**src/design/lprf_pkg.sv**
```systemverilog
// Shared types and codes for the length-prefixed record FIFO.
package lprf_pkg;

	localparam int RING_BYTES_DEF = 128;
	localparam int BYTE_W = 8;

	localparam logic [1:0] ACT_START = 2'd0;
	localparam logic [1:0] ACT_WRITE = 2'd1;
	localparam logic [1:0] ACT_READ  = 2'd2;

	localparam logic [1:0] ST_OK      = 2'd0;
	localparam logic [1:0] ST_NO_ROOM = 2'd1;
	localparam logic [1:0] ST_EMPTY   = 2'd2;
	localparam logic [1:0] ST_SEQ     = 2'd3;

	typedef struct packed {
		logic [1:0]        action;
		logic [BYTE_W-1:0] record_len;
		logic [BYTE_W-1:0] value;
	} req_t;

	typedef struct packed {
		logic [1:0]        status;
		logic [BYTE_W-1:0] data;
		logic [BYTE_W-1:0] stored_len;
		logic              last;
	} rsp_t;

endpackage

```
**src/design/lprf_ram.sv**
```systemverilog
// Generic RAM, one write port and two registered read ports.
module lprf_ram
	import lprf_pkg::*;
#(
	parameter int WIDTH = BYTE_W,
	parameter int DEPTH = RING_BYTES_DEF
) (
	input  logic                     clk,
	input  logic                     we,
	input  logic [$clog2(DEPTH)-1:0] waddr,
	input  logic [WIDTH-1:0]         wdata,
	input  logic [$clog2(DEPTH)-1:0] raddr_a,
	output logic [WIDTH-1:0]         rdata_a,
	input  logic [$clog2(DEPTH)-1:0] raddr_b,
	output logic [WIDTH-1:0]         rdata_b
);

	logic [WIDTH-1:0] mem [DEPTH];

	always_ff @(posedge clk) begin
		if (we) begin
			mem[waddr] <= wdata;
		end
		rdata_a <= mem[raddr_a];
		rdata_b <= mem[raddr_b];
	end

endmodule

```
**src/design/length_prefixed_record_fifo_top.sv**
```systemverilog
// Top level of the length-prefixed record FIFO.
// Latency: a word is held in stage s1 and its result is registered in rsp_q; a result
// stall holds both. Throughput: one word per cycle while rsp_stall is low; the ring RAM
// is read at the head length and the next payload address every cycle, with write bypass.
// Reset clears counts and flags and sets the pointers to their start (dp_q to 1); ring contents stay uninitialized.
module length_prefixed_record_fifo_top
	import lprf_pkg::*;
#(
	parameter int RING_BYTES = RING_BYTES_DEF
) (
	input  logic clk,
	input  logic arst_n,
	input  logic req_valid,
	output logic req_stall,
	input  req_t req,
	output logic rsp_valid,
	input  logic rsp_stall,
	output rsp_t rsp
);

	localparam int PTR_W = $clog2(RING_BYTES);
	localparam int CNT_W = $clog2(RING_BYTES + 1);
	localparam int SUM_W = CNT_W + 1;
	localparam int CHK_W = BYTE_W + 2;

	function automatic logic [PTR_W-1:0] wrap_inc(input logic [PTR_W-1:0] p);
		logic [PTR_W-1:0] r;
		if (p == PTR_W'(RING_BYTES - 1)) begin
			r = '0;
		end else begin
			r = p + 1'b1;
		end
		return r;
	endfunction

	logic valid_s1;
	req_t req_s1;
	logic rsp_valid_q;
	rsp_t rsp_q;
	rsp_t rsp_d;
	logic fire;

	logic [PTR_W-1:0]  rp_q, rp_n, dp_q, dp_n, wp_q, wp_n;
	logic [CNT_W-1:0]  committed_q, committed_n, reserved_q, reserved_n;
	logic [BYTE_W-1:0] pending_q, pending_n, remain_q, remain_n, cur_len_q, cur_len_n;
	logic              open_q, open_n, reading_q, reading_n;

	logic              we;
	logic [BYTE_W-1:0] wdata;
	logic [BYTE_W-1:0] ram_a, ram_b;
	logic              fwd_a_q, fwd_b_q;
	logic [BYTE_W-1:0] fwd_data_q;
	logic [BYTE_W-1:0] len_a, byte_b;

	assign fire      = valid_s1 && (!rsp_valid_q || !rsp_stall);
	assign req_stall = valid_s1 && !fire;
	assign rsp_valid = rsp_valid_q;
	assign rsp       = rsp_q;

	assign len_a  = fwd_a_q ? fwd_data_q : ram_a;
	assign byte_b = fwd_b_q ? fwd_data_q : ram_b;

	always_ff @(posedge clk or negedge arst_n) begin
		if (!arst_n) begin
			valid_s1    <= 1'b0;
			rsp_valid_q <= 1'b0;
		end else begin
			if (req_valid && !req_stall) begin
				valid_s1 <= 1'b1;
			end else if (fire) begin
				valid_s1 <= 1'b0;
			end
			if (fire) begin
				rsp_valid_q <= 1'b1;
			end else if (!rsp_stall) begin
				rsp_valid_q <= 1'b0;
			end
		end
	end

	always_ff @(posedge clk) begin
		if (req_valid && !req_stall) begin
			req_s1 <= req;
		end
		if (fire) begin
			rsp_q <= rsp_d;
		end
		fwd_data_q <= wdata;
	end

	always_ff @(posedge clk or negedge arst_n) begin
		if (!arst_n) begin
			rp_q        <= '0;
			dp_q        <= PTR_W'(1);
			wp_q        <= '0;
			committed_q <= '0;
			reserved_q  <= '0;
			pending_q   <= '0;
			remain_q    <= '0;
			cur_len_q   <= '0;
			open_q      <= 1'b0;
			reading_q   <= 1'b0;
			fwd_a_q     <= 1'b0;
			fwd_b_q     <= 1'b0;
		end else begin
			rp_q        <= rp_n;
			dp_q        <= dp_n;
			wp_q        <= wp_n;
			committed_q <= committed_n;
			reserved_q  <= reserved_n;
			pending_q   <= pending_n;
			remain_q    <= remain_n;
			cur_len_q   <= cur_len_n;
			open_q      <= open_n;
			reading_q   <= reading_n;
			fwd_a_q     <= we && (wp_q == rp_n);
			fwd_b_q     <= we && (wp_q == dp_n);
		end
	end

	always_comb begin
		logic [BYTE_W-1:0] rlen;
		logic [BYTE_W-1:0] rem;
		logic [PTR_W-1:0]  dp_adv;
		logic [BYTE_W:0]   rlen_p1;
		logic              fits;
		rp_n        = rp_q;
		dp_n        = dp_q;
		wp_n        = wp_q;
		committed_n = committed_q;
		reserved_n  = reserved_q;
		pending_n   = pending_q;
		remain_n    = remain_q;
		cur_len_n   = cur_len_q;
		open_n      = open_q;
		reading_n   = reading_q;
		we          = 1'b0;
		wdata       = req_s1.value;
		rsp_d       = '0;
		rlen        = reading_q ? cur_len_q : len_a;
		rem         = reading_q ? remain_q : len_a;
		rlen_p1     = {1'b0, rlen} + 1'b1;
		dp_adv      = dp_q;
		fits        = (CHK_W'(committed_q) + CHK_W'(req_s1.record_len) + CHK_W'(1))
			<= CHK_W'(RING_BYTES);
		if (fire) begin
			unique case (req_s1.action)
				ACT_START: begin
					if (open_q) begin
						rsp_d.status = ST_SEQ;
					end else if (!fits) begin
						rsp_d.status = ST_NO_ROOM;
					end else begin
						we    = 1'b1;
						wdata = req_s1.record_len;
						wp_n  = wrap_inc(wp_q);
						if (req_s1.record_len == '0) begin
							committed_n = committed_q + 1'b1;
						end else begin
							open_n     = 1'b1;
							pending_n  = req_s1.record_len;
							reserved_n = CNT_W'({1'b0, req_s1.record_len} + 1'b1);
						end
					end
				end
				ACT_WRITE: begin
					if (!open_q) begin
						rsp_d.status = ST_SEQ;
					end else begin
						we        = 1'b1;
						wp_n      = wrap_inc(wp_q);
						pending_n = pending_q - 1'b1;
						if (pending_q == BYTE_W'(1)) begin
							committed_n = committed_q + reserved_q;
							reserved_n  = '0;
							open_n      = 1'b0;
						end
					end
				end
				ACT_READ: begin
					if (!reading_q && committed_q == '0) begin
						rsp_d.status = ST_EMPTY;
					end else begin
						rsp_d.stored_len = rlen;
						cur_len_n        = rlen;
						reading_n        = 1'b1;
						if (rem != '0) begin
							rsp_d.data = byte_b;
							remain_n   = rem - 1'b1;
							dp_adv     = wrap_inc(dp_q);
						end else begin
							remain_n = '0;
						end
						dp_n = dp_adv;
						if (rem <= BYTE_W'(1)) begin
							rsp_d.last = 1'b1;
							reading_n  = 1'b0;
							rp_n       = dp_adv;
							dp_n       = wrap_inc(dp_adv);
							if ((BYTE_W+1)'(committed_q) >= rlen_p1) begin
								committed_n = CNT_W'((BYTE_W+1)'(committed_q) - rlen_p1);
							end else begin
								committed_n = '0;
							end
						end
					end
				end
				default: begin
					rsp_d.status = ST_SEQ;
				end
			endcase
		end
	end

	lprf_ram #(
		.WIDTH(BYTE_W),
		.DEPTH(RING_BYTES)
	) u_ring (
		.clk    (clk),
		.we     (we),
		.waddr  (wp_q),
		.wdata  (wdata),
		.raddr_a(rp_n),
		.rdata_a(ram_a),
		.raddr_b(dp_n),
		.rdata_b(ram_b)
	);

`ifndef SYNTHESIS
	a_space: assert property (@(posedge clk) disable iff (!arst_n)
		(SUM_W'(committed_q) + SUM_W'(reserved_q)) <= SUM_W'(RING_BYTES))
		else $error("committed plus reserved bytes exceed the ring");

	a_open_pending: assert property (@(posedge clk) disable iff (!arst_n)
		open_q |-> (pending_q != '0))
		else $error("open record with no pending bytes");

	a_fire_rsp: assert property (@(posedge clk) disable iff (!arst_n)
		fire |=> rsp_valid)
		else $error("processed word produced no result");

	a_last_ok: assert property (@(posedge clk) disable iff (!arst_n)
		(rsp_valid && rsp.last) |-> (rsp.status == ST_OK && !reading_q))
		else $error("last mark on failed read or with read still open");
`endif

endmodule

```
**config.mk**
```make
export PLATFORM = sky130hd
export DESIGN_NAME = length_prefixed_record_fifo_top
export DESIGN_NICKNAME = d
export VERILOG_FILES = /design/src/design/lprf_pkg.sv /design/src/design/lprf_ram.sv /design/src/design/length_prefixed_record_fifo_top.sv
export SDC_FILE = /design/constraint.sdc
export NUM_CORES = 2
export LEC_CHECK = 0
export ABC_AREA = 0
export BUFFER_PORTS_ARGS = -buffer_cell sky130_fd_sc_hd__buf_2
export CAP_MARGIN = 20
export CORE_MARGIN = 2
export CORE_UTILIZATION = 36
export DETAILED_ROUTE_END_ITERATION = 8
export PLACE_DENSITY_LB_ADDON = 0.25
export REMOVE_ABC_BUFFERS = 1
export SETUP_SLACK_MARGIN = 0.02
export SYNTH_ARGS = -nofsm -noshare
export SYNTH_HDL_FRONTEND = slang
export SYNTH_HIERARCHICAL = 1
export SYNTH_SLANG_ARGS = --single-unit
export TNS_END_PERCENT = 10
```
**constraint.sdc**
```tcl
create_clock -name clk -period 6.75 [get_ports clk]
set_clock_uncertainty 0.05 [all_clocks]
set_input_delay 0.675 -clock clk [delete_from_list [all_inputs] [get_ports clk]]
set_output_delay 0.675 -clock clk [all_outputs]
set_load 0.05 [all_outputs]
```
==> summary.json <==
{
  "outcome": "finished, final reports clean",
  "via_per_inst": 5.96,
  "ys.warnings.count": 6,
  "hold_end": "req_s1[5]",
  "top_usage_layer": "met2",
  "initialDrtViolationCount": 3415,
  "grt_setup_unrepaired": "false",
  "area_growth_syn_to_layout_pct": 14.4,
  "design.portCount": 43,
  "chipWidth_um": 394,
  "async_reset_ff_share_pct": 5.82,
  "post_synth_inst_count": 2751,
  "detailedRoute.firstPassIterationCount": 6,
  "ctsLongestPathBuffers": 3,
  "cp_slowest_cell": "sky130_fd_sc_hd__mux4_2",
  "grtUsageMet2_pct": 32.5,
  "netlist_top_cells_area": "sky130_fd_sc_hd__edfxtp_1 (58%), sky130_fd_sc_hd__mux4_2 (28%), sky130_fd_sc_hd__dfrtp_1 (3.0%)",
  "min_period_ns": 6.42,
  "globalRouteMet3Util_pct": 3.38,
  "final_min_period_over_clock_period_pct": 95.1,
  "crit_type": "reg2reg",
  "timing.final.setup_violations": 0,
  "ctsHtreeMaxLevel": 3,
  "placementRows": 143,
  "min-delay-start": "req[5]",
  "finalWeightedCongestion": 0.842,
  "clock_sinks": 1152,
  "worst_ep_required_time_ns": 7.31,
  "grt_overflow": 0,
  "share_of_final_layout_standard_cells_stronger_than_drive_strength_1_pct": 38.4,
  "power_density_nw_per_um2": 433,
  "hold_slack_ns": 0.0658,
  "drcViolationCount": 0,
  "crit_path_frequent_cell": "sky130_fd_sc_hd__mux4_2",
  "placed_cells_incl_taps": 4786,
  "irDropWorstVdd_mv": 0.290,
  "place_worst_setup_slack_ns": 0.273,
  "seq_area_frac_synth_pct": 62.1,
  "grt_pass1_vias": 30700,
  "synth_mux_area_share_pct": 29.0,
  "ys_seq_elements": 1152,
  "post_synth.cell_area_avg_um2": 19.9,
  "design.die.area_um2": 155000,
  "synthDistinctLibCells": 78,
  "worst_path_arrival_ns": 6.98,
  "setup.reg_to_reg.worst_slack_ns": 0.33,
  "start_util_pct": 36.1,
  "total_negative_slack_for_setup_checks_ns": 0,
  "final_util_pct": 41.3,
  "final_area_um2": 62700,
  "number_of_flops_mapped_to_enable_cells_by_yosys": 1061,
  "timing.max_slew.rel_slack_pct": 26.6,
  "ff2ff_path_depth": 20,
  "synth_compound_gate_area_share_pct": 2.02,
  "syn-cell-area_um2": 54800,
  "start_kind": "register",
  "critical_path.max_fanout": 56,
  "buffer_ports.inserted": 42,
  "cts_setup_buffers": 0,
  "cp_slowest_stage_delay_ns": 0.61,
  "synth-simple-area-share_pct": 3.25,
  "synth_top_family_by_area": "multiplexers",
  "grt_first_pass_wirelength_um": 224000,
  "use_met1_pct": 27.4,
  "timing_hold_violations_final": 0,
  "antenna_violations_before_repair": 9,
  "tritoncts_clock_tree": "built",
  "cp_top_family": "multiplexers",
  "p_leak_nw": 19.7,
  "core_area_um2": 152000,
  "synthDominantAreaCellType": "sky130_fd_sc_hd__edfxtp_1",
  "clkTransAtPathRegs_ns": 0.06,
  "worstReg2RegEnd": "u_ring/rdata_b[5]",
  "arithmetic_cell_share_of_the_synthesized_area_counting_full_adders_half_adders_and_majority_gates_pct": 0.827,
  "worst_path_depth": 20,
  "whs_path_depth": 1,
  "cp_num_buf_inv": 3,
  "postLayoutSetupSlackWorst_ns": 0.329,
  "worst_pin_slew_ns": 1.10,
  "grt_use_total_pct": 19.9,
  "clockRootBuffer": "sky130_fd_sc_hd__clkbuf_16",
  "finalPower_mw": 27.2,
  "yosys.area_share.xor_xnor_pct": 0.909,
  "source_to_sink_clock_delay_at_the_later_pin_of_the_worst_skew_pair_ns": 0.75,
  "maximum_number_of_pins_on_one_net_before_global_route_repair": 93,
  "cts_buffers": 121,
  "totalWireLength_um": 155000,
  "crit_chain": "mux2i_1 > nand2_1 > o21ai_0 > ha_1 > o211ai_1 > nor2_2 > nand3_1 > and2_1 > inv_1 > ha_1 > o21ai_0 > or4_1 > mux2i_1 > xnor2_2 > buf_4 > buf_12 > mux4_2 > mux4_2 > mux4_2 > mux2_2",
  "synth.top_cell.area_share_pct": 58.2,
  "hp-class": "in2reg",
  "final_antenna_net_count": 0,
  "routed-via-count": 30000,
  "fp.dieH_um": 394,
  "post-dp-hpwl_um": 102000,
  "placedInstanceArea_um2": 58400,
  "r2r_path_start": "fwd_a_q",
  "layoutNonFillerInstCount": 5032,
  "num-nets-final": 2955,
  "finalMaxSlewViolations": 0,
  "max_cap_viol_count": 0,
  "wl_per_cell_um": 30.8,
  "timing.critical_path.to_type": "register",
  "synth_ff_type": "sky130_fd_sc_hd__edfxtp_1",
  "max_clock_freq_mhz": 156
}
kinds of logic (layout without fill, tap and decap cells):
logic type / count (synthesis) / after routing
AOI/OAI and AO/OA: 167 / 167
xor gates and xnor gates: 56 / 56
adders and majority gates: 35 / 35
buffers and inverters: 222 / 470
DFF: 1152 / 1152
muxes: 736 / 736
other: 0 / 3
and+or+nand+nor: 383 / 383
state kept, by name (all words and copies together) (netlist names), 7 cells and up:
| name | flops |
|---|---|
| remain_q | 8 |
| wp_q | 7 |
| dp_q | 7 |
| rsp | 19 |
| fwd_data_q | 8 |
| committed_q | 8 |
| rp_q | 7 |
| cur_len_q | 8 |
| req_s1 | 18 |
| u_ring/mem | 1024 |
| pending_q | 8 |
| reserved_q | 8 |
| u_ring/rdata_b | 8 |
| u_ring/rdata_a | 8 |
cell usage after synthesis (all sizes together) (4+ instances only):
library cell,number
a21o,8
a21oi,31
a22o,10
a22oi,6
and2,10
and3,10
and4,4
buf,101
clkbuf,91
dfrtp,66
dfxtp,24
edfxtp,1061
ha,33
inv,30
mux2,40
mux2i,24
mux4,672
nand2,61
nand2b,10
nand3,38
nand4,7
nor2,180
nor2b,13
nor3,25
nor4,6
o211ai,6
o21a,4
o21ai,61
o22ai,8
o311ai,4
o31ai,8
or2,4
or3,9
xnor2,31
xor2,25
layout make-up:
class,instances,area [µm²]
Fill cell,13200,88900
Sequential cell,1152,34000
Multi-Input combinational cell,1377,20000
Clock buffer,143,3160
Tap cell,2030,2540
Timing Repair Buffer,216,1990
Clock inverter,81,865
Inverter,30,113
Antenna cell,3,7.51
per-layer routing:
| metal | vias to the layer above | share of wire (%) |
|---|---|---|
| met4 | 6 | 2.9 |
| met1 | 16300 | 41 |
| met3 | 244 | 7.2 |
| met5 | - | 0.026 |
| li1 | 12100 | - |
| met2 | 1330 | 49 |
report_power, final:
group | internal [mW] | switching (mW)
clock | 3.91 | 2.86
sequential | 8.11 | 0.324
combinational | 5.74 | 6.20
total | 17.8 | 9.39
what timing repair did:
item,in CTS,in global routing
endpoints found under the hold margin,12,0
setup endpoints to repair,0,8
gates resized for setup,0,2
hold buffers,10,0
how the worst max path moves through the flow:
stage                    from           endpoint  slack, ns
CTS                   fwd_a_q  u_ring/rdata_b[7]       0.25
finish                fwd_a_q  u_ring/rdata_b[5]       0.33
floorplan           reading_q  u_ring/rdata_b[0]     -21.92
global placement      fwd_a_q  u_ring/rdata_b[7]       0.37
global route          fwd_a_q  u_ring/rdata_b[5]       0.04
detailed placement    fwd_a_q  u_ring/rdata_b[7]       0.27
layout by cell type (no fill, tap or decap), drive strengths merged, types with 38 or more instances in the layout:
master	instances
buf	206
clkbuf	143
clkinv	52
dfrtp	66
edfxtp	1061
mux2	40
mux4	672
nand2	61
nand3	38
nor2	180
o21ai	61
Power figures use the tool's default switching activity.
